===== config.mk =====
export PLATFORM = sky130hd
export DESIGN_NAME = ksfp_queue
export DESIGN_NICKNAME = d
export VERILOG_FILES = /design/src/rtl/ksfp_pkg.sv /design/src/rtl/ksfp_queue.sv
export SDC_FILE = /design/constraint.sdc
export NUM_CORES = 1
export LEC_CHECK = 0
export BUFFER_PORTS_ARGS = -buffer_cell sky130_fd_sc_hd__clkbuf_2
export CAP_MARGIN = 5
export CORE_ASPECT_RATIO = 0.8
export CORE_MARGIN = 5
export CORE_UTILIZATION = 45
export DETAILED_ROUTE_END_ITERATION = 12
export PLACE_DENSITY = 0.65
export SYNTH_ARGS = -nofsm -noshare
export SYNTH_HDL_FRONTEND = slang
export SYNTH_SLANG_ARGS = --single-unit

===== constraint.sdc =====
create_clock -name aclk -period 2.75 [get_ports aclk]
set_clock_uncertainty 0.05 [all_clocks]
set_input_delay 0.275 -clock aclk [delete_from_list [all_inputs] [get_ports aclk]]
set_output_delay 0.275 -clock aclk [all_outputs]
set_load 0.1 [all_outputs]

===== src/rtl/ksfp_pkg.sv =====
`timescale 1ns / 1ps
// ----------------------------------------------------------------------------
// ksfp_pkg
// Shared types and constants of the fixed-partition multi-stack block.
// ----------------------------------------------------------------------------
package ksfp_pkg;

    // Fixed field widths of the ports.
    localparam int SC_W       = 4;   // stack_count register
    localparam int TE_W       = 11;  // total_entries register
    localparam int SID_W      = 3;   // stack number
    localparam int DATA_W     = 32;  // stored value
    localparam int CFG_IDX_W  = 2;
    localparam int CFG_DATA_W = 11;

    // Configuration register indexes.
    localparam logic [CFG_IDX_W-1:0] CFG_STACK_COUNT   = 2'd0;
    localparam logic [CFG_IDX_W-1:0] CFG_TOTAL_ENTRIES = 2'd1;

    // Register values after reset.
    localparam logic [SC_W-1:0] RESET_STACK_COUNT   = 4'd8;
    localparam logic [TE_W-1:0] RESET_TOTAL_ENTRIES = 11'd1024;

    // Value returned by a pop from an empty stack.
    localparam logic [DATA_W-1:0] DATA_EMPTY = 32'hFFFF_FFFF;

    // Depth of the command queue between front and back.
    localparam int QUEUE_DEPTH = 4;
    localparam int QPTR_W      = $clog2(QUEUE_DEPTH);

    // Input action codes.
    localparam logic ACT_PUSH = 1'b0;
    localparam logic ACT_POP  = 1'b1;

    typedef enum logic [1:0] {
        ST_OK    = 2'd0,
        ST_FULL  = 2'd1,
        ST_EMPTY = 2'd2,
        ST_BAD   = 2'd3
    } status_t;

    // Memory operation that the back part carries out.
    typedef enum logic [1:0] {
        OP_NONE  = 2'd0,
        OP_WRITE = 2'd1,
        OP_READ  = 2'd2
    } op_t;

    typedef struct packed {
        op_t     op;
        status_t status;
    } cmd_ctl_t;

endpackage


===== src/rtl/ksfp_queue.sv =====
`timescale 1ns / 1ps
// ----------------------------------------------------------------------------
// ksfp_queue
// Short first-in first-out queue of commands between front and back.
// ----------------------------------------------------------------------------
module ksfp_queue
    import ksfp_pkg::*;
#(
    parameter int WIDTH = 46
) (
    input  logic             aclk,
    input  logic             aresetn,
    input  logic             in_valid,
    output logic             in_ready,
    input  logic [WIDTH-1:0] in_data,
    output logic             out_valid,
    input  logic             out_ready,
    output logic [WIDTH-1:0] out_data
);

    logic [WIDTH-1:0]  entry_reg [QUEUE_DEPTH];
    logic [QPTR_W-1:0] wr_ptr_reg;
    logic [QPTR_W-1:0] rd_ptr_reg;
    logic [QPTR_W:0]   count_reg;

    logic do_push;
    logic do_pop;

    assign in_ready  = (count_reg != (QPTR_W + 1)'(QUEUE_DEPTH));
    assign out_valid = (count_reg != '0);
    assign out_data  = entry_reg[rd_ptr_reg];
    assign do_push   = in_valid && in_ready;
    assign do_pop    = out_valid && out_ready;

    // Pointer and occupancy bookkeeping.
    always_ff @(posedge aclk) begin
        if (!aresetn) begin
            wr_ptr_reg <= '0;
            rd_ptr_reg <= '0;
            count_reg  <= '0;
        end else begin
            if (do_push) begin
                wr_ptr_reg <= wr_ptr_reg + 1'b1;
            end
            if (do_pop) begin
                rd_ptr_reg <= rd_ptr_reg + 1'b1;
            end
            if (do_push && !do_pop) begin
                count_reg <= count_reg + 1'b1;
            end else if (do_pop && !do_push) begin
                count_reg <= count_reg - 1'b1;
            end
        end
    end

    // Entry storage.
    always_ff @(posedge aclk) begin
        if (do_push) begin
            entry_reg[wr_ptr_reg] <= in_data;
        end
    end

endmodule


==> results.md <==
Status:
- The flow ran to the end, and the final reports show no timing, DRC or antenna violations.

Die:
- The die covers 0.0186 sq mm.
- The floorplan has 41 rows.
- The die boundary height is 123 microns.
- From left edge to right edge, the die measures 151 microns.
- The area of the core is 0.0157 sq mm.
- The top-level port count is 98.
- Once the floorplan was initialized, standard cells occupied 45.7% of the core.

STA:
- The total negative slack is 0 ns.
- The final setup slack of the worst path is 0.182 ns.
- The actual transition at the worst max-transition pin is 0.570 ns.
- For the finished layout, the period the worst path requires is 2.57 ns.
- The number of endpoints failing setup at the final stage is 0.
- The number of pins with negative max-slew slack in the final report is 0.
- The worst hold slack is 0.0184 ns.
- Timing would allow up to 389 MHz.
- The number of hold violations in the final report is 0.
- After layout, the worst path uses 93.4% of the clock period.
- The worst pin sits at a relative slew slack of 62.2%.
- Setup repair after global routing left no endpoint under its margin.

Clocking:
- In this run, post-CTS repair resized a total of 0 instances.
- The number of clock sinks seen by CTS is 193.
- In this run the number of H-tree levels came out at 4.
- For the worst-skew pair, the clock arrives at the later sink with an insertion delay of 0.42 ns.
- Counting along the longest clock path gives a buffer depth of 2.
- Clock-pin slew was measured on the worst setup and hold paths at 0.07 ns.
- The root buffer cell is clkbuf_16.
- The CTS tree is yes.
- TritonCTS created 17 clock buffers.

Setup path:
- STA puts the critical path data arrival time at 2.24 ns.
- The worst register-to-register path has a setup slack of 0.36 ns.
- By startpoint and endpoint, the worst setup path is classified as reg2out.
- The sort of element at the end of the critical path is a primary output.
- The worst endpoint required time is 2.42 ns.
- In this run the worst path has a maximum fanout of 20.
- The critical path startpoint category is a register.

Global route:
- The number of antenna violations at the first check in global routing was 1.
- The first global-routing pass estimated 19.5 mm of wire.
- The number of global-route vias before repair is 3409.
- The global routing usage summed across all routing layers is 14.5%.
- Entering global routing, the biggest net connects 32 pins.
- Summed over all layers, the global routing overflow is 0.

Job:
- The tool flagged a number of max-cap violations equal to 0.

Synth:
- Of the total synthesized cell area, the portion taken by AND, OR, NAND and NOR gates is 1.27%.
- The library cell occupying the most area in the post-synthesis netlist is edfxtp_1.
- The netlist uses 25 different library cells.
- Of the total synthesized cell area, the portion taken by full adders, half adders and majority gates is 1.15%.
- After synthesis, the largest area contributor takes up 76.8% of total cell area.
- In the post-synthesis netlist, the biggest area contributors are edfxtp_1 77%, mux4_2 13%, dfxtp_1 2.5%, mux4_1 2.2%, buf_12 1.1%.
- The number of nets in the synthesized netlist is 344.
- For this run, the register share of the synthesized area comes to 79.3%.
- The synthesized netlist devotes 0.487% of its cell area to XOR and XNOR gates.
- The combinational family with the most area after synthesis is multiplexers.
- In this run the mean area of a mapped cell was 25.0 sq um.
- After synthesis the netlist holds a flip-flop and latch count of 193.
- The area of the mapped netlist is 0.00720 sq mm.
- The portion of synthesized area spent on multiplexers is 15.1%.
- The count of yosys warnings during synthesis is 0.
- In the synthesized netlist, the number of instances is 288.
- Summing the areas of all compound-gate instances in the mapped netlist gives 0.852% of the synthesized area.

Drt:
- In this run, the number of DRC markers left after iteration 0 of detailed routing was 188.
- After detailed routing, the total wire length is 12.6 mm.
- In the final routed layout, each cell accounts on average for 19.8 microns.
- After detailed routing, the number of remaining DRC violations is 0.
- The post-detailed-route count of antenna-violating nets is 0.
- The first TritonRoute pass finished after 4 iterations.
- The detailed-route via count is 3226.
- The per-cell via count in the routed design is 5.07.

Place:
- The count of port buffers added during placement is 97.
- Before CTS, the worst setup slack after placement is 0.349 ns.
- The final RePlAce weighted congestion is 0.749.
- The detailed placer's ending HPWL is 7.91 mm.
- Counting tap cells, the placed design contains a total of 603 instances.

Layout:
- In the layout the commonest cells are 184 x edfxtp_1, 97 x clkbuf_2, 40 x mux4_2.
- The most common cell after layout, fill and taps aside is edfxtp_1.
- The count of nets after finishing is 464.
- Registers take 0.00571 sq mm.
- The flip-flop count of the largest register after layout is 184.
- Compared with the post-synthesis result, the final layout area differs by 19.8%.
- In the final layout, the share of cells above drive strength 1 is 44.9%.
- The final standard cell count with taps included and fillers excluded is 636.
- Counting the fill cells in the layout gives 1207.
- The total area of multi-input combinational cells is 0.00136 sq mm.
- The antenna cell count is 0.

Worst hold path:
- The tightest min-delay check is of the in2reg type.
[routing by layer]
metal | wire length (microns) | vias to the layer above | global-route usage [%] | share of wire [%]
li1 | - | 1463 | - | -
met1 | 5700 | 1670 | 19.3 | 45
met2 | 5990 | 78 | 22.7 | 48
met3 | 704 | 13 | 4.58 | 5.6
met4 | 166 | 2 | 4.93 | 1.3
met5 | 11 | - | 0 | 0.087
[cells in the mapped netlist (all sizes together)]
library cell / instances
nor2: 1
or3: 2
edfxtp: 184
inv: 3
a21boi: 2
xor2: 1
ha: 5
nand2: 5
xnor2: 3
clkbuf: 2
and2: 8
o31ai: 1
o21ai: 1
nor2b: 1
dfxtp: 9
mux2i: 3
mux4: 46
o311ai: 1
buf: 9
fa: 1
[through the flow]
stage	util (%)	area (sq um)
after floorplan	-	7200
after global placement	51.1	8050
after detailed placement	51.1	8050
after CTS	54.7	8610
after global routing	54.8	8620
final	54.8	8620
[path summary, 6_finish.rpt]
kind              cells after the start               to     startpoint
setup / recovery                      3     out_data[45]       register
hold / removal                        1  entry_reg[0][6]     in_data[6]
setup reg to reg                      8     count_reg[2]   count_reg[0]
hold reg to reg                       2    wr_ptr_reg[1]  wr_ptr_reg[1]
[what timing repair did]
action	in CTS	in global routing
hold buffers	0	1
hold endpoints to repair	0	4
setup buffers	0	0
[area by class of cell]
type | instances | area share, %
Sequential cell | 193 | 66.2
Multi-Input combinational cell | 81 | 15.8
Timing Repair Buffer | 112 | 8.13
Tap cell | 215 | 3.12
Clock inverter | 14 | 1.61
Clock buffer | 18 | 4.98
Inverter | 3 | 0.131
[worst max-delay path, stage by stage (launching register included)]
cell	delay [ns]
dfxtp_4	0.60
buf_12	0.24
mux4_1	0.58
clkbuf_2	0.39
[cell families after synthesis]
group / after synthesis
flops: 193
simple gates: 17
mux: 49
compound gates: 5
fa+ha+maj: 6
xor+xnor: 4
buf+inv: 14
Power is not shown: default switching activity piles up to over one toggle a cycle in this logic, so the estimate is an artifact.
