===== src/rtl/ksfp_pkg.sv =====
`timescale 1ns / 1ps
// ----------------------------------------------------------------------------
// ksfp_pkg
// Shared types and constants of the fixed-partition multi-stack block.
// ----------------------------------------------------------------------------
package ksfp_pkg;

    // Fixed field widths of the ports.
    localparam int SC_W       = 4;   // stack_count register
    localparam int TE_W       = 11;  // total_entries register
    localparam int SID_W      = 3;   // stack number
    localparam int DATA_W     = 32;  // stored value
    localparam int CFG_IDX_W  = 2;
    localparam int CFG_DATA_W = 11;

    // Configuration register indexes.
    localparam logic [CFG_IDX_W-1:0] CFG_STACK_COUNT   = 2'd0;
    localparam logic [CFG_IDX_W-1:0] CFG_TOTAL_ENTRIES = 2'd1;

    // Register values after reset.
    localparam logic [SC_W-1:0] RESET_STACK_COUNT   = 4'd8;
    localparam logic [TE_W-1:0] RESET_TOTAL_ENTRIES = 11'd1024;

    // Value returned by a pop from an empty stack.
    localparam logic [DATA_W-1:0] DATA_EMPTY = 32'hFFFF_FFFF;

    // Depth of the command queue between front and back.
    localparam int QUEUE_DEPTH = 4;
    localparam int QPTR_W      = $clog2(QUEUE_DEPTH);

    // Input action codes.
    localparam logic ACT_PUSH = 1'b0;
    localparam logic ACT_POP  = 1'b1;

    typedef enum logic [1:0] {
        ST_OK    = 2'd0,
        ST_FULL  = 2'd1,
        ST_EMPTY = 2'd2,
        ST_BAD   = 2'd3
    } status_t;

    // Memory operation that the back part carries out.
    typedef enum logic [1:0] {
        OP_NONE  = 2'd0,
        OP_WRITE = 2'd1,
        OP_READ  = 2'd2
    } op_t;

    typedef struct packed {
        op_t     op;
        status_t status;
    } cmd_ctl_t;

endpackage


===== src/rtl/ksfp_front.sv =====
`timescale 1ns / 1ps
// ----------------------------------------------------------------------------
// ksfp_front
// Accepts transactions, holds configuration and fill counts, and classifies
// each push or pop into a memory command for the back part.
// ----------------------------------------------------------------------------
module ksfp_front
    import ksfp_pkg::*;
#(
    parameter int MAX_ENTRIES = 1024,
    parameter int MAX_STACKS  = 8,
    parameter int FW          = 11,
    parameter int AW          = 10
) (
    input  logic                  aclk,
    input  logic                  aresetn,
    // Configuration writes
    input  logic                  cfg_we,
    input  logic [CFG_IDX_W-1:0]  cfg_index,
    input  logic [CFG_DATA_W-1:0] cfg_data,
    // Input channel
    input  logic                  s_valid,
    output logic                  s_ready,
    input  logic                  s_action,
    input  logic [SID_W-1:0]      s_stack_id,
    input  logic [DATA_W-1:0]     s_value,
    // Slice divider
    output logic                  div_start,
    output logic [FW-1:0]         div_dividend,
    output logic [SC_W-1:0]       div_divisor,
    input  logic                  div_busy,
    input  logic [FW-1:0]         slice_size,
    // Command to the queue
    output logic                  cmd_valid,
    input  logic                  cmd_ready,
    output cmd_ctl_t              cmd_ctl,
    output logic [AW-1:0]         cmd_addr,
    output logic [DATA_W-1:0]     cmd_value
);

    localparam int SIDX_W = (MAX_STACKS > 1) ? $clog2(MAX_STACKS) : 1;
    localparam int PROD_W = FW + SID_W;
    localparam int SUM_W  = PROD_W + 1;
    localparam logic [6:0]  MAX_STACKS_7 = 7'(MAX_STACKS);
    localparam logic [31:0] MAX_ENTRIES_32 = 32'(MAX_ENTRIES);

    logic [SC_W-1:0] stack_count_reg;
    logic [TE_W-1:0] total_entries_reg;
    logic [FW-1:0]   fill_reg [MAX_STACKS];

    logic [SC_W-1:0]   stack_count_next;
    logic [TE_W-1:0]   total_entries_next;
    logic              cfg_hit;
    logic [SC_W-1:0]   live_stacks;
    logic [SIDX_W-1:0] sid_idx;
    logic [FW-1:0]     cur_fill;
    logic [FW-1:0]     fill_dec;
    logic              accept;
    logic              bad_stack;
    logic [PROD_W-1:0] base_addr;
    logic [SUM_W-1:0]  full_addr;

    // Configuration decode; every write of a listed register repartitions.
    always_comb begin
        cfg_hit = cfg_we && ((cfg_index == CFG_STACK_COUNT) ||
                             (cfg_index == CFG_TOTAL_ENTRIES));
        stack_count_next   = stack_count_reg;
        total_entries_next = total_entries_reg;
        if (cfg_we && (cfg_index == CFG_STACK_COUNT)) begin
            stack_count_next = cfg_data[SC_W-1:0];
        end
        if (cfg_we && (cfg_index == CFG_TOTAL_ENTRIES)) begin
            total_entries_next = cfg_data[TE_W-1:0];
        end
    end

    // Saturated operands of the slice division.
    always_comb begin
        div_start = cfg_hit;
        if (7'(stack_count_next) > MAX_STACKS_7) begin
            div_divisor = SC_W'(MAX_STACKS);
        end else begin
            div_divisor = stack_count_next;
        end
        if (32'(total_entries_next) > MAX_ENTRIES_32) begin
            div_dividend = FW'(MAX_ENTRIES);
        end else begin
            div_dividend = FW'(total_entries_next);
        end
    end

    always_ff @(posedge aclk) begin
        if (!aresetn) begin
            stack_count_reg   <= RESET_STACK_COUNT;
            total_entries_reg <= RESET_TOTAL_ENTRIES;
        end else begin
            stack_count_reg   <= stack_count_next;
            total_entries_reg <= total_entries_next;
        end
    end

    // Items are held off during a configuration write, while the slice
    // size is being recomputed and while the command queue is full.
    assign s_ready   = !cfg_we && !div_busy && cmd_ready;
    assign accept    = s_valid && s_ready;
    assign cmd_valid = accept;
    assign cmd_value = s_value;

    // Classification of the transaction.
    always_comb begin
        if (7'(stack_count_reg) > MAX_STACKS_7) begin
            live_stacks = SC_W'(MAX_STACKS);
        end else begin
            live_stacks = stack_count_reg;
        end
        sid_idx   = SIDX_W'(s_stack_id);
        cur_fill  = fill_reg[sid_idx];
        fill_dec  = cur_fill - 1'b1;
        bad_stack = ({1'b0, s_stack_id} >= live_stacks) ||
                    (7'(s_stack_id) >= MAX_STACKS_7);
        base_addr = PROD_W'(s_stack_id) * PROD_W'(slice_size);
        if (s_action == ACT_PUSH) begin
            full_addr = SUM_W'(base_addr) + SUM_W'(cur_fill);
        end else begin
            full_addr = SUM_W'(base_addr) + SUM_W'(fill_dec);
        end
        cmd_addr = AW'(full_addr);

        priority if (bad_stack) begin
            cmd_ctl = '{op: OP_NONE, status: ST_BAD};
        end else if (s_action == ACT_PUSH) begin
            if (cur_fill >= slice_size) begin
                cmd_ctl = '{op: OP_NONE, status: ST_FULL};
            end else begin
                cmd_ctl = '{op: OP_WRITE, status: ST_OK};
            end
        end else begin
            if (cur_fill == '0) begin
                cmd_ctl = '{op: OP_NONE, status: ST_EMPTY};
            end else begin
                cmd_ctl = '{op: OP_READ, status: ST_OK};
            end
        end
    end

    // Fill counters: cleared by reset and by repartitioning.
    always_ff @(posedge aclk) begin
        if (!aresetn || cfg_hit) begin
            for (int i = 0; i < MAX_STACKS; i++) begin
                fill_reg[i] <= '0;
            end
        end else if (accept) begin
            if (cmd_ctl.op == OP_WRITE) begin
                fill_reg[sid_idx] <= cur_fill + 1'b1;
            end else if (cmd_ctl.op == OP_READ) begin
                fill_reg[sid_idx] <= fill_dec;
            end
        end
    end

`ifndef SYNTHESIS
    // A successful push raises exactly that stack's fill by one.
    a_push_fill: assert property (@(posedge aclk) disable iff (!aresetn)
        (accept && (cmd_ctl.op == OP_WRITE)) |=>
        (fill_reg[$past(sid_idx)] == $past(cur_fill) + 1'b1))
        else $error("push did not advance the fill count");

    // Once the slice is settled, no live stack holds more than a slice.
    a_fill_bound: assert property (@(posedge aclk) disable iff (!aresetn)
        (s_valid && !div_busy && !bad_stack) |-> (cur_fill <= slice_size))
        else $error("fill count beyond slice size");

    // A memory read is only issued for a nonempty stack.
    a_read_nonempty: assert property (@(posedge aclk) disable iff (!aresetn)
        (accept && (cmd_ctl.op == OP_READ)) |-> (cur_fill != '0))
        else $error("read issued for an empty stack");
`endif

endmodule


===== config.mk =====
export PLATFORM = sky130hd
export DESIGN_NAME = ksfp_front
export DESIGN_NICKNAME = d
export VERILOG_FILES = /design/src/rtl/ksfp_pkg.sv /design/src/rtl/ksfp_front.sv
export SDC_FILE = /design/constraint.sdc
export NUM_CORES = 1
export LEC_CHECK = 0
export BUFFER_PORTS_ARGS = -buffer_cell sky130_fd_sc_hd__buf_2
export CAP_MARGIN = 10
export CORE_ASPECT_RATIO = 0.8
export CORE_MARGIN = 4
export CORE_UTILIZATION = 46
export DETAILED_ROUTE_END_ITERATION = 10
export PLACE_DENSITY = 0.69
export SKIP_CTS_REPAIR_TIMING = 1
export SLEW_MARGIN = 25
export SYNTH_ARGS = -nofsm -noshare
export SYNTH_HDL_FRONTEND = slang
export SYNTH_SLANG_ARGS = --single-unit

===== constraint.sdc =====
create_clock -name aclk -period 8.8 [get_ports aclk]
set_input_delay 2.64 -clock aclk [delete_from_list [all_inputs] [get_ports aclk]]
set_output_delay 2.64 -clock aclk [all_outputs]
set_load 0.01 [all_outputs]

==> impl_metrics.csv <==
group,metric,value,unit
timing,setup_viol,0,
power_and_ir_drop,power.switching,0.4001,mW
grt,grt_max_degree,27,
worst_setup_path,end_kind,"output port",
worst_setup_path,worstPathRequired,6.16,ns
layout,diodes,0,
detailed_routing,drc,0,
clocking,cts_buffer_depth,2,
timing,setup_slack,0.1773,ns
place,place_ws,-0.04006,ns
grt,antenna_found_initial,0,
place,io_buffers,65,
grt,grt_pass1_vias,5173,
grt,gr-usage-met1,30.19,%
power_and_ir_drop,pwr-share-comb,27.3,%
logic_synthesis,syn-cell-area,0.006894,mm^2
power_and_ir_drop,p_leak,3.273,nW
detailed_routing,dr.pass1.iters,5,
clocking,cts_htree_levels,3,
grt,grt_pass1_wl,27620,um
timing,finalMaxSlewViolations,0,
detailed_routing,routed_wl,17290,um
timing,period_share,97.99,%
floorplanning,core,0.01449,mm^2
logic_synthesis,syn_inst,666,
layout,multi_input_area,0.003391,mm^2
logic_synthesis,synth_ff_type,"edfxtp_1",
logic_synthesis,yosysSeqAreaShare,42.69,%
floorplanning,die_area,0.01702,mm^2
worst_setup_path,critical_path.max_fanout,26,
detailed_routing,wl_per_cell,19.23,um
worst_setup_path,cp.arrival,5.98,ns
timing,hold_viol,0,
layout,utilization,52.70,%
timing,fin_crit,8.623,ns
worst_setup_path,endpoint,"cmd_ctl[0]",
power_and_ir_drop,ir_drop,0.0001176,V
grt,met2_usage,31.37,%
layout,layoutNonFillerInstCount,899,
layout,seq_area,0.002943,mm^2
worst_setup_path,crit_path_start_kind,"input port",
clocking,cts_tree,"yes",
timing,tightest_slew,0.7418,ns
place,routabilityCongestion,0.9002,
floorplanning,die_w,144.9,um
clocking,root_buffer,"clkbuf_16",
clocking,path_clk_slew,0.06,ns
power_and_ir_drop,switching_share,29.45,%
floorplanning,ios,130,
timing,fin_setup_tns,0,ns
grt,grt.met3_usage,3.859,%
grt,grt_overflow,0,
logic_synthesis,synthArstFlopShare,0,%
hold_path,hold_class,"reg2reg",
logic_synthesis,synth_edf_count,88,
worst_setup_path,regToRegStartpoint,"fill_reg[5][4]$_SDFFCE_PN0P_",
power_and_ir_drop,power.internal,0.9584,mW
logic_synthesis,synth_top_area_share,38.33,%
power_and_ir_drop,total_power,1.359,mW
power_and_ir_drop,clock_power_share,31.6,%
logic_synthesis,synth_largest_area_cell,"edfxtp_1",
logic_synthesis,synth_cell_type_count,62,
layout,largest_register_ffs,88,
worst_setup_path,crit_path_cell_trace,"clkbuf_4, buf_6, mux4_2, mux2i_4, buf_4, inv_2, ha_1, a21o_1, a211o_1, o211ai_1, a31oi_1, o21a_1, o21bai_1, nand2_1, buf_2",
grt,grt_usage,20.61,%
clocking,cts_made_buffers,9,
run,cap_violations,0,
place,dpl-instance-area,0.007254,mm^2
worst_setup_path,r2r.worst_path.cells,14,
floorplanning,initial_core_util,47.57,%
logic_synthesis,yosys-top-cells-area,"edfxtp_1 38%, ha_1 6.2%, nor2_1 6.2%, dfxtp_1 4.4%, mux2i_1 4.1%",
detailed_routing,antenna_left,0,
layout,area_growth,10.78,%
clocking,clkLatencyLatePin,0.35,ns
layout,fin_area,0.007637,mm^2
worst_setup_path,cp_slowest_cell,"mux4_2",
timing,fmax,116.0,MHz
layout,nFillCells,1268,
place,dp_hpwl,12630,um
worst_setup_path,r2r-end,"fill_reg[4][5]$_SDFFCE_PN0P_",
run_status,outcome,"completed",
timing,max_slew_margin,50.19,%
logic_synthesis,ys_ff_latch,103,
logic_synthesis,yosys_warnings,0,
timing,skew,0.01052,ns
grt,busiest_layer,"met2",
worst_setup_path,crit_path_start,"s_stack_id[0]",
detailed_routing,drt-initial-drc-count,364,
place,place_inst,882,
power_and_ir_drop,pwr-share-seq,41.0,%
floorplanning,num_rows,39,
detailed_routing,vias,5095,
clocking,cts.sinks,103,
worst_setup_path,cp_slowest_stage_delay,0.57,ns
worst_setup_path,critPathKind,"in2out",
timing,whs,0.5549,ns
worst_setup_path,r2r_slack,4.25,ns
power_and_ir_drop,power_density,177.9,mW/mm^2
logic_synthesis,syn_area_per_cell,10.35,um^2
layout,layout-drive-gt1-share,21.68,%
layout,finalNetCount,819,
logic_synthesis,syn_nets,775,
floorplanning,die_h,117.5,um
detailed_routing,via_per_inst,5.667,
how the worst min path moves through the flow:
| stage | from | depth (start not counted) | slack, ns | end |
|---|---|---|---|---|
| 2_1_floorplan | stack_count_reg[0]$_SDFF_PN0_ | 2 | 0.49 | stack_count_reg[0]$_SDFF_PN0_ |
| 3_3_place_gp | stack_count_reg[2]$_SDFF_PN0_ | 2 | 0.52 | stack_count_reg[2]$_SDFF_PN0_ |
| 3_5_place_dp | stack_count_reg[2]$_SDFF_PN0_ | 2 | 0.53 | stack_count_reg[2]$_SDFF_PN0_ |
| 4_1_cts | total_entries_reg[1]$_SDFF_PN0_ | 2 | 0.56 | total_entries_reg[1]$_SDFF_PN0_ |
| 5_1_grt | total_entries_reg[2]$_SDFF_PN0_ | 2 | 0.59 | total_entries_reg[2]$_SDFF_PN0_ |
| 6_report | stack_count_reg[2]$_SDFF_PN0_ | 2 | 0.55 | stack_count_reg[2]$_SDFF_PN0_ |
cell families after synthesis:
logic type	count (synthesis)	synth area share, %
and+or+nand+nor	270	18.73
buffers and inverters	111	8.657
DFF	103	42.69
AOI/OAI and AO/OA	53	5.227
muxes	51	11.25
adders and majority gates	43	8.784
xor gates and xnor gates	35	4.664
cell usage in the layout (no fill, tap or decap), types with 15 or more instances in the layout:
cell      instances
buf_2            63
buf_4            27
dfxtp_1          15
edfxtp_1         88
ha_1             33
inv_1            45
mux2i_1          28
nand2_1          61
nor2_1          113
nor2b_1          16
xnor2_1          26
power groups by stage:
stage / combinational, mW / sequential, mW / clock [mW]
after floorplan: 0.259 / 0.565 / 0
after global placement: 0.349 / 0.567 / 0
after detailed placement: 0.356 / 0.568 / 0
after CTS: 0.358 / 0.558 / 0.433
after global routing: 0.409 / 0.559 / 0.452
final: 0.371 / 0.558 / 0.430
synth_stat cells, types with 3 or more instances:
master    instances
nand3b_1          4
xor2_1            7
dfxtp_1          15
fa_1              9
mux2_2            4
inv_1            46
a21o_1            6
nor4_1            5
mux4_1            6
buf_4            36
nand3_1           7
nand4_1          11
ha_1             34
edfxtp_1         88
nor2b_1          16
nand2_1          61
mux4_2           10
nor2_2            8
xnor2_1          26
a21oi_1          10
a31oi_1           3
mux2i_4           3
inv_2             3
or3_1             4
mux2i_1          28
o211ai_1          3
buf_2            11
and2_1            7
a211oi_1          5
nand2b_1         11
nor3_1            6
nor2_1          113
o21ai_0          11
buf_1             3
clkbuf_1          9
and3_1            3
critical path: cells and delay by family:
kind / cells / cell delay, ns
AOI/OAI and AO/OA: 6 / 1.26
adders and majority gates: 1 / 0.29
buffers and inverters: 5 / 0.87
muxes: 2 / 0.76
and+or+nand+nor: 1 / 0.14
area by class of cell:
cell class | count | area share [%]
clock inverters | 6 | 1.180
flip-flops and latches | 103 | 38.53
multi-input cells | 452 | 44.40
clock buffers | 10 | 2.998
well taps | 184 | 3.014
repair buffers | 95 | 7.471
inverters | 49 | 2.408
per-layer routing:
| layer | vias up | wire [um] |
|---|---|---|
| li1 | 2367 | - |
| met1 | 2439 | 7447 |
| met2 | 239 | 7796 |
| met3 | 50 | 1619 |
| met4 | 0 | 425 |
| met5 | - | 0 |
No activity file was read; power rests on OpenSTA's default activity.
