### src/rtl/ksfp_pkg.sv
`timescale 1ns / 1ps
// ----------------------------------------------------------------------------
// ksfp_pkg
// Shared types and constants of the fixed-partition multi-stack block.
// ----------------------------------------------------------------------------
package ksfp_pkg;

    // Fixed field widths of the ports.
    localparam int SC_W       = 4;   // stack_count register
    localparam int TE_W       = 11;  // total_entries register
    localparam int SID_W      = 3;   // stack number
    localparam int DATA_W     = 32;  // stored value
    localparam int CFG_IDX_W  = 2;
    localparam int CFG_DATA_W = 11;

    // Configuration register indexes.
    localparam logic [CFG_IDX_W-1:0] CFG_STACK_COUNT   = 2'd0;
    localparam logic [CFG_IDX_W-1:0] CFG_TOTAL_ENTRIES = 2'd1;

    // Register values after reset.
    localparam logic [SC_W-1:0] RESET_STACK_COUNT   = 4'd8;
    localparam logic [TE_W-1:0] RESET_TOTAL_ENTRIES = 11'd1024;

    // Value returned by a pop from an empty stack.
    localparam logic [DATA_W-1:0] DATA_EMPTY = 32'hFFFF_FFFF;

    // Depth of the command queue between front and back.
    localparam int QUEUE_DEPTH = 4;
    localparam int QPTR_W      = $clog2(QUEUE_DEPTH);

    // Input action codes.
    localparam logic ACT_PUSH = 1'b0;
    localparam logic ACT_POP  = 1'b1;

    typedef enum logic [1:0] {
        ST_OK    = 2'd0,
        ST_FULL  = 2'd1,
        ST_EMPTY = 2'd2,
        ST_BAD   = 2'd3
    } status_t;

    // Memory operation that the back part carries out.
    typedef enum logic [1:0] {
        OP_NONE  = 2'd0,
        OP_WRITE = 2'd1,
        OP_READ  = 2'd2
    } op_t;

    typedef struct packed {
        op_t     op;
        status_t status;
    } cmd_ctl_t;

endpackage

### src/rtl/ksfp_slice_div.sv
`timescale 1ns / 1ps
// ----------------------------------------------------------------------------
// ksfp_slice_div
// Restoring divider that computes the slice size, one quotient bit a cycle.
// ----------------------------------------------------------------------------
module ksfp_slice_div
    import ksfp_pkg::*;
#(
    parameter int FW        = 11,
    parameter int RESET_QUO = 128
) (
    input  logic            aclk,
    input  logic            aresetn,
    input  logic            start,
    input  logic [FW-1:0]   dividend,
    input  logic [SC_W-1:0] divisor,
    output logic            busy,
    output logic [FW-1:0]   quotient
);

    localparam int CNT_W = $clog2(FW + 1);

    logic            busy_reg;
    logic [FW-1:0]   quo_reg;
    logic [FW-1:0]   dvd_reg;
    logic [SC_W-1:0] dvs_reg;
    logic [SC_W-1:0] rem_reg;
    logic [CNT_W-1:0] cnt_reg;

    logic [SC_W:0]   trial;
    logic            ge;
    logic [SC_W-1:0] rem_next;

    // One restoring step: shift in the next dividend bit and try a subtract.
    always_comb begin
        trial    = {rem_reg, dvd_reg[FW-1]};
        ge       = (trial >= {1'b0, dvs_reg});
        rem_next = ge ? SC_W'(trial - {1'b0, dvs_reg}) : trial[SC_W-1:0];
    end

    always_ff @(posedge aclk) begin
        if (!aresetn) begin
            busy_reg <= 1'b0;
            quo_reg  <= FW'(RESET_QUO);
            cnt_reg  <= '0;
        end else if (start) begin
            // A zero divisor gives a zero slice without iterating.
            quo_reg <= '0;
            rem_reg <= '0;
            dvd_reg <= dividend;
            dvs_reg <= divisor;
            cnt_reg <= CNT_W'(FW);
            busy_reg <= (divisor != '0);
        end else if (busy_reg) begin
            quo_reg <= {quo_reg[FW-2:0], ge};
            rem_reg <= rem_next;
            dvd_reg <= {dvd_reg[FW-2:0], 1'b0};
            cnt_reg <= cnt_reg - 1'b1;
            if (cnt_reg == CNT_W'(1)) begin
                busy_reg <= 1'b0;
            end
        end
    end

    assign busy     = busy_reg;
    assign quotient = quo_reg;

endmodule

### config.mk
export PLATFORM = sky130hd
export DESIGN_NAME = ksfp_slice_div
export DESIGN_NICKNAME = d
export VERILOG_FILES = /design/src/rtl/ksfp_pkg.sv /design/src/rtl/ksfp_slice_div.sv
export SDC_FILE = /design/constraint.sdc
export NUM_CORES = 1
export LEC_CHECK = 0
export BUFFER_PORTS_ARGS = -buffer_cell sky130_fd_sc_hd__clkbuf_2
export CAP_MARGIN = 20
export CORE_MARGIN = 2
export CORE_UTILIZATION = 54
export CTS_CLUSTER_SIZE = 25
export DETAILED_ROUTE_END_ITERATION = 16
export GPL_TIMING_DRIVEN = 0
export PLACE_DENSITY_LB_ADDON = 0.25
export SLEW_MARGIN = 25
export SYNTH_ARGS = -nofsm -noshare
export SYNTH_HDL_FRONTEND = slang
export SYNTH_SLANG_ARGS = --single-unit
### constraint.sdc
create_clock -name aclk -period 2.1 [get_ports aclk]
set_clock_uncertainty 0.2 [all_clocks]
set_input_delay 0.21 -clock aclk [delete_from_list [all_inputs] [get_ports aclk]]
set_output_delay 0.21 -clock aclk [all_outputs]
set_load 0.05 [all_outputs]
==> results of run 1 <==
-- layer usage --
layer | GRT usage, % | wire length, um | share of wire, %
met1 | 20.3 | 1240 | 42
met2 | 36.1 | 1560 | 52
met3 | 6.59 | 128 | 4.3
met4 | 7.97 | 53 | 1.8
met5 | 0 | 0 | 0
-- per-stage QoR --
step           util [%]  total power [mW]  hold WS (ns)
6_report           71.3              1.38        0.0924
5_1_grt            71.3              1.45        0.0892
4_1_cts            71.3              1.39        0.0827
3_5_place_dp       63.7              1.03         0.206
3_3_place_gp       63.7              1.01         0.203
2_1_floorplan         -             0.969        0.0862
-- worst register-to-register path: stages, from the launching register on --
cell      delay, ns
edfxtp_1       0.40
inv_1          0.06
ha_1           0.30
nor2b_1        0.15
o31a_4         0.32
o21ai_0        0.18
o41ai_1        0.10
-- synth_stat cells, types with 2 or more instances --
master / n / area share [%]
edfxtp_1: 19 / 36
nor2_1: 18 / 4.2
dfxtp_1: 16 / 20
mux2_2: 10 / 7.1
mux2i_1: 10 / 6.3
inv_1: 9 / 2.1
ha_1: 6 / 4.7
o21a_1: 5 / 2.4
o21ai_0: 4 / 1.3
xor2_1: 4 / 2.2
buf_2: 3 / 0.94
nand2_1: 3 / 0.71
o41ai_1: 3 / 1.6
nor4_1: 2 / 0.79
-- worst min path at each step --
stage / endpoint / slack, ns / cells past startpoint
2_1_floorplan: quotient[7] / 0.09 / 1
3_3_place_gp: dvs_reg[1] / 0.20 / 1
3_5_place_dp: dvs_reg[1] / 0.21 / 1
4_1_cts: dvd_reg[9] / 0.08 / 2
5_1_grt: dvd_reg[9] / 0.09 / 2
6_report: dvd_reg[9] / 0.09 / 2
-- area by class of cell --
cell class | instances | area (um^2)
fillers | 203 | 800
plain buffers | 6 | 37.5
clock buffers | 7 | 45.0
clock inverters | 1 | 5.00
flip-flops and latches | 35 | 891
repair buffers | 44 | 300
inverters | 10 | 40.0
multi-input cells | 78 | 624
well taps | 31 | 38.8
-- power by group through the flow --
stage          clock [mW]  combinational [mW]  sequential (mW)
2_1_floorplan           0               0.152            0.817
3_3_place_gp            0               0.211            0.804
3_5_place_dp            0               0.220            0.806
4_1_cts             0.353               0.247            0.791
5_1_grt             0.386               0.270            0.794
6_report            0.345               0.248            0.790
-- what timing repair did --
item | in CTS | in global routing
hold buffers | 16 | 0
hold endpoints to repair | 20 | 0
buffers inserted | 0 | 0
setup endpoints to repair | 0 | 0
-- kinds of logic (layout without fill, tap and decap cells) --
logic type | count (synthesis) | in the layout | share of synthesized area [%]
AO/OA/AOI/OAI | 17 | 17 | 8.01
XOR/XNOR | 4 | 4 | 2.20
adder cells (fa/ha/maj) | 7 | 7 | 5.97
buffers and inverters | 16 | 68 | 4.87
flip-flops | 35 | 35 | 55.9
multiplexers | 20 | 20 | 13.4
AND/OR/NAND/NOR | 30 | 30 | 9.66
==> metrics, run 1 <==
outcome completed; commonest non-fill, non-tap cell in the layout clkbuf_2; final worst slack 0.145 ns; cells on worst reg2reg path 6; worst rel slew slack 57.3%; Async S/R FF share, synth 0%; DR WL/cell approximately 14 um; Port Buffers 28; Psw about 0.37 mW; first-pass GRT wire length 4.84 mm; vias per inst approximately 5.3; Clock Tree Buf Depth 2; sw frac approximately a quarter; combinational share of power between 10% and 20%; unrepaired setup endpoints after global routing false; Reg-to-Reg End rem_reg[0]; final WL 2.99 mm; Fmax just over 500 MHz; Post-CTS Resized 0; slowest CP cell edfxtp_1; most frequent cells in the layout 28 x clkbuf_2, 19 x edfxtp_1, 18 x nor2_1; Final Non-Filler Cells around 210; dpl cell area 1770 um^2; Post-Syn Nets ~150; Clock power frac approximately 25%; Placed Cells incl. Taps approximately 190; Post-Place Worst Slack 0.170 ns; CP required around 2 ns; Root Driver clkbuf_4; initial DRC count 14; critical path buffer and inverter count 1; vias in the first global route 1177; crit share post-route between 90 and 100%; grt ovf 0; Worst path top cell family by delay compound AO/OA/AOI/OAI gates; worst slew pin tran about 0.64 ns; Starting Density approximately 57%; critical path launch point type flip-flop; Core Area about 2800 um^2; Slew Limit Fails 0; Final ANT Viol Nets 0; CP Launch Point dvs_reg[1]; worst flop-to-flop path startpoint dvs_reg[1]; Yosys cell types 31; clock sinks 35; Worst path max stage delay ~0.4 ns; die extent in x approximately 60 um; Worst EP arrival 1.84 ns; drt drc 0; post-synthesis sequential area ratio around 56%; Syn Area/Cell approximately 12 um^2; post-route cell area roughly 2000 um^2; #FFs+latches synth 35; Pwr per Cell Area between 600 and 700 nW/um^2; Setup CP Type flip-flop to flip-flop; Setup TNS 0 ns; ys flop type edfxtp_1; max cap viols 0; crit path cell chain inv_1, ha_1, nor2b_1, o31a_4, o21ai_0, o41ai_1; routed vias between 1000 and 1500; Clk pin slew, worst setup/hold paths around 0.1 ns; largest net degree at the start of global routing 16; Hold Crit Start start; CP Capture Type flip-flop; WP depth 6; ant diodes 0; Worst Hold Class input port to flip-flop; Post-synth EDFFs 19; All-Layer GR Usage between 10% and 20%; Cells after Synth about 130; Max VDD drop ~0.7 mV; final hold violation count 0; sequential share of power 57.1%; initial antenna violation count 0; R2R setup slack 0.14 ns; setup violators final 0; CTS tree yes; Placer Congestion 0.743; Worst-Skew Late Latency 0.34 ns; CTS Buf Count 5; Final #Nets between 200 and 250; Lkg Pwr 0.830 nW; CP Max Fanout 8; # rows 19; Int Power just over 1 mW; Period minus WS final approximately 2.0 ns; H-tree depth 2; drt pass-1 iters 4; P&R area growth vs syn 24.4%; end of the critical path rem_reg[0]; full die area 3400 um^2; synthesized area approximately 1600 um^2; post-DP HPWL 1.93 mm; Synthesis Warnings 0; I/O pin count 30; Die H about 60 um; layout cell share with drive strength beyond 1 between 20 and 30%
Power figures use the tool's default switching activity.
==> inputs of run 2 (changes only) <==
Settings changed: ABC_AREA from default to 1.
==> run 2 against run 1 <==
Hold slack worse by 0.054 ns. Combinational power up 6%. Global-route usage up 3.3 points. Register-to-register slack better by 0.096 ns. Synthesized cell count up 37%. Cell count up 23%. Setup slack better by 0.096 ns. Fmax up 5.2%. Clock power up 59%. Utilization up 2.0 points.
==> metrics, run 2 <==
Slew Limit Fails 0 (unchanged); number of fillers in the final layout 212 (+4.4%); crit share post-route 88.5% (-4.6 points); post-DP HPWL 2.33 mm (+20%); All-Layer GR Usage 22.9% (+3.3 points); Final #Nets 254 (+24%); final hold violation count 0 (unchanged); area used by multi-input combinational logic 599 um^2 (-4.0%); vias per inst 5.28 (-0.68%); post-layout util 73.3% (+2.0 points); first-pass GRT wire length 5.82 mm (+20%); CTS Buf Count 5 (unchanged); Worst-Skew Late Latency 0.33 ns (about the same); max cap viols 0 (unchanged); ys flop type edfxtp_1; CTS Hold Bufs 16 (unchanged); I/O pin count 30 (unchanged); cell taking the most area after synthesis edfxtp_1; largest family of logic cells by synthesized area simple AND/OR/NAND/NOR gates; wl on met1 1.34 mm (+8.0%); Port Buffers 29 (+3.6%); Synthesis Warnings 0 (unchanged); final worst slack 0.241 ns (+0.0960 ns); full die area 3400 um^2 (+0.14%); CP Capture Type flip-flop; Async S/R FF share, synth 0% (unchanged); Post-synth EDFFs 19 (unchanged); unrepaired setup endpoints after global routing false; Worst path max stage delay 0.40 ns (about the same); # rows 19 (unchanged); die extent in x 58.4 um (about the same); CP required 1.99 ns (about the same); dpl cell area 1780 um^2 (+0.56%); Die H 58.4 um (about the same); grt ovf 0 (unchanged); #FFs+latches synth 35 (unchanged); mux share of post-synthesis cell area 0% (-13 points); slowest CP cell edfxtp_1; layout cell share with drive strength beyond 1 23.0% (-5.7 points); Yosys cell types 26 (-16%); worst rel slew slack 51.9% (-5.5 points); Setup CP Type flip-flop to flip-flop; Clk pin slew, worst setup/hold paths 0.11 ns (about the same); routed vias 1378 (+22%); Worst EP arrival 1.75 ns (-0.09 ns); Lkg Pwr 0.932 nW (+12%); sequential share of power 49.3% (-7.8 points); worst hold slack 0.0386 ns (-0.0538 ns); Syn Area/Cell 9.01 um^2 (-27%); outcome completed; final WL 3.41 mm (+14%); clock sinks 35 (unchanged); Adder-Cell Fraction of Synth Area 5.96% (-0.0094 points); commonest non-fill, non-tap cell in the layout nand2_1; Root Driver clkbuf_4; Synth Area in Compound Gates 8.94% (+0.93 points); metal2 WL 1.87 mm (+20%); CP Max Fanout 7 (-1); setup violators final 0 (unchanged); P&R area growth vs syn 27.8%; vias in the first global route 1344 (+14%); critical path launch point type flip-flop; initial DRC count 69 (+55); Final ANT Viol Nets 0 (unchanged); sequential cell area 891 um^2 (unchanged); sw frac 25.2% (-1.3 points); ant diodes 0 (unchanged); DR WL/cell 13.1 um (-7.3%); crit path cell chain ha_1, a21oi_2, nand2_1, nand2_2, nand2_2, nor2_1, nor2_2; Starting Density 57.4% (+0.090 points); largest net degree at the start of global routing 16 (unchanged); Core Area 2780 um^2 (unchanged); Cells after Synth 177 (+37%); Pwr per Cell Area 783 nW/um^2 (+12%); drt drc 0 (unchanged); top post-synthesis cells by count 57 x nand2_1, 19 x edfxtp_1, 18 x inv_1, 16 x dfxtp_1, 11 x a21oi_1; Placed Cells incl. Taps 237 (+26%); Setup TNS 0 ns (unchanged); most common cell in the netlist nand2_1; H-tree depth 2 (unchanged); Post-Place Worst Slack 0.262 ns (+0.0925 ns); Tot Pwr 1.60 mW (+15%); Max VDD drop 0.764 mV (+11%); Final Non-Filler Cells 261 (+23%); initial antenna violation count 0 (unchanged); Fmax 538 MHz (+5.2%); Synth top area share 35.8% (-0.056 points); post-synthesis sequential area ratio 55.8% (-0.088 points); Post-Synth Simple-Gate Area 22.0% (+12 points); post-CTS setup buffers 0 (unchanged); combinational share of power 16.4% (-1.5 points); Clock Tree Buf Depth 2 (unchanged); post-route cell area 2040 um^2 (+2.8%); drt pass-1 iters 4 (unchanged); Worst Hold Class input port to flip-flop; Psw 0.403 mW (+9.9%); XOR/XNOR Fraction of Synth Area 0.549% (-1.7 points); Int Power 1.19 mW (+17%); CTS tree yes; Post-Syn Nets 202 (+31%); highest routed layer met4; most frequent cell on the critical path nand2_2; Period minus WS final 1.86 ns (-0.0960 ns); Placer Congestion 0.904 (+22%); Post-CTS Resized 0 (unchanged); most frequent cells in the layout 57 x nand2_1, 29 x clkbuf_2, 19 x edfxtp_1; metal3 WL 110 um (-14%); worst slew pin tran 0.721 ns (+0.0812 ns); Clock power frac 34.3% (+9.3 points); synthesized area 1600 um^2 (+0.16%); synth top area cells edfxtp_1 36%, dfxtp_1 20%, nand2_1 13%
run 2: cell count changes in the layout (fill, tap and decap cells not counted), sizes merged, moves of 3 or more:
cell,previous run,this run
nor2,18,11
xor2,4,1
o21a,5,0
inv,10,20
a31oi,0,3
a21oi,1,12
mux2i,10,0
nand2,3,61
nand3,0,10
o41ai,3,0
mux2,10,0
run 2: layout make-up:
cell class | instances | area share, %
timing repair buffer | 45 | 15.0
buffer | 6 | 1.47
clock inverter | 1 | 1.47
clock buffer | 7 | 3.25
sequential | 35 | 43.7
tap | 31 | 1.90
multi-input combinational | 116 | 29.4
inverter | 20 | 3.81
run 2: layer usage:
layer	up-vias	track usage, %
met5	-	0
met4	0	10.6
met3	10	4.84
met2	28	40.6
met1	657	26.3
li1	683	-
run 2: final timing paths:
path | from | endpoint | slack [ns] | cells after the start
setup / recovery | rem_reg[1] | rem_reg[2] | 0.24 | 7
hold / removal | start | busy | 0.04 | 3
setup reg to reg | rem_reg[1] | rem_reg[2] | 0.24 | 7
hold reg to reg | quotient[10] | quotient[10] | 0.27 | 2
run 2: critical path, delay by kind of cell, from the launching register on:
| family | cells | cell delay [ns] |
|---|---|---|
| DFF | 1 | 0.40 |
| adders and majority gates | 1 | 0.37 |
| AOI/OAI and AO/OA | 1 | 0.17 |
| and+or+nand+nor | 5 | 0.48 |
run 2: power groups by stage:
stage	sequential, mW	combinational (mW)	clock (mW)
floorplan	0.816	0.151	0
global placement	0.800	0.219	0
detailed placement	0.802	0.234	0
CTS	0.786	0.261	0.555
global route	0.791	0.295	0.583
finish	0.786	0.262	0.548
run 2: logic make-up (layout without fill, tap and decap cells):
family                     count (synthesis)  count (layout)
DFF                                       35              35
AOI/OAI and AO/OA                         23              23
buffers and inverters                     26              79
xor gates and xnor gates                   1               1
adders and majority gates                  7               7
and+or+nand+nor                           85              85
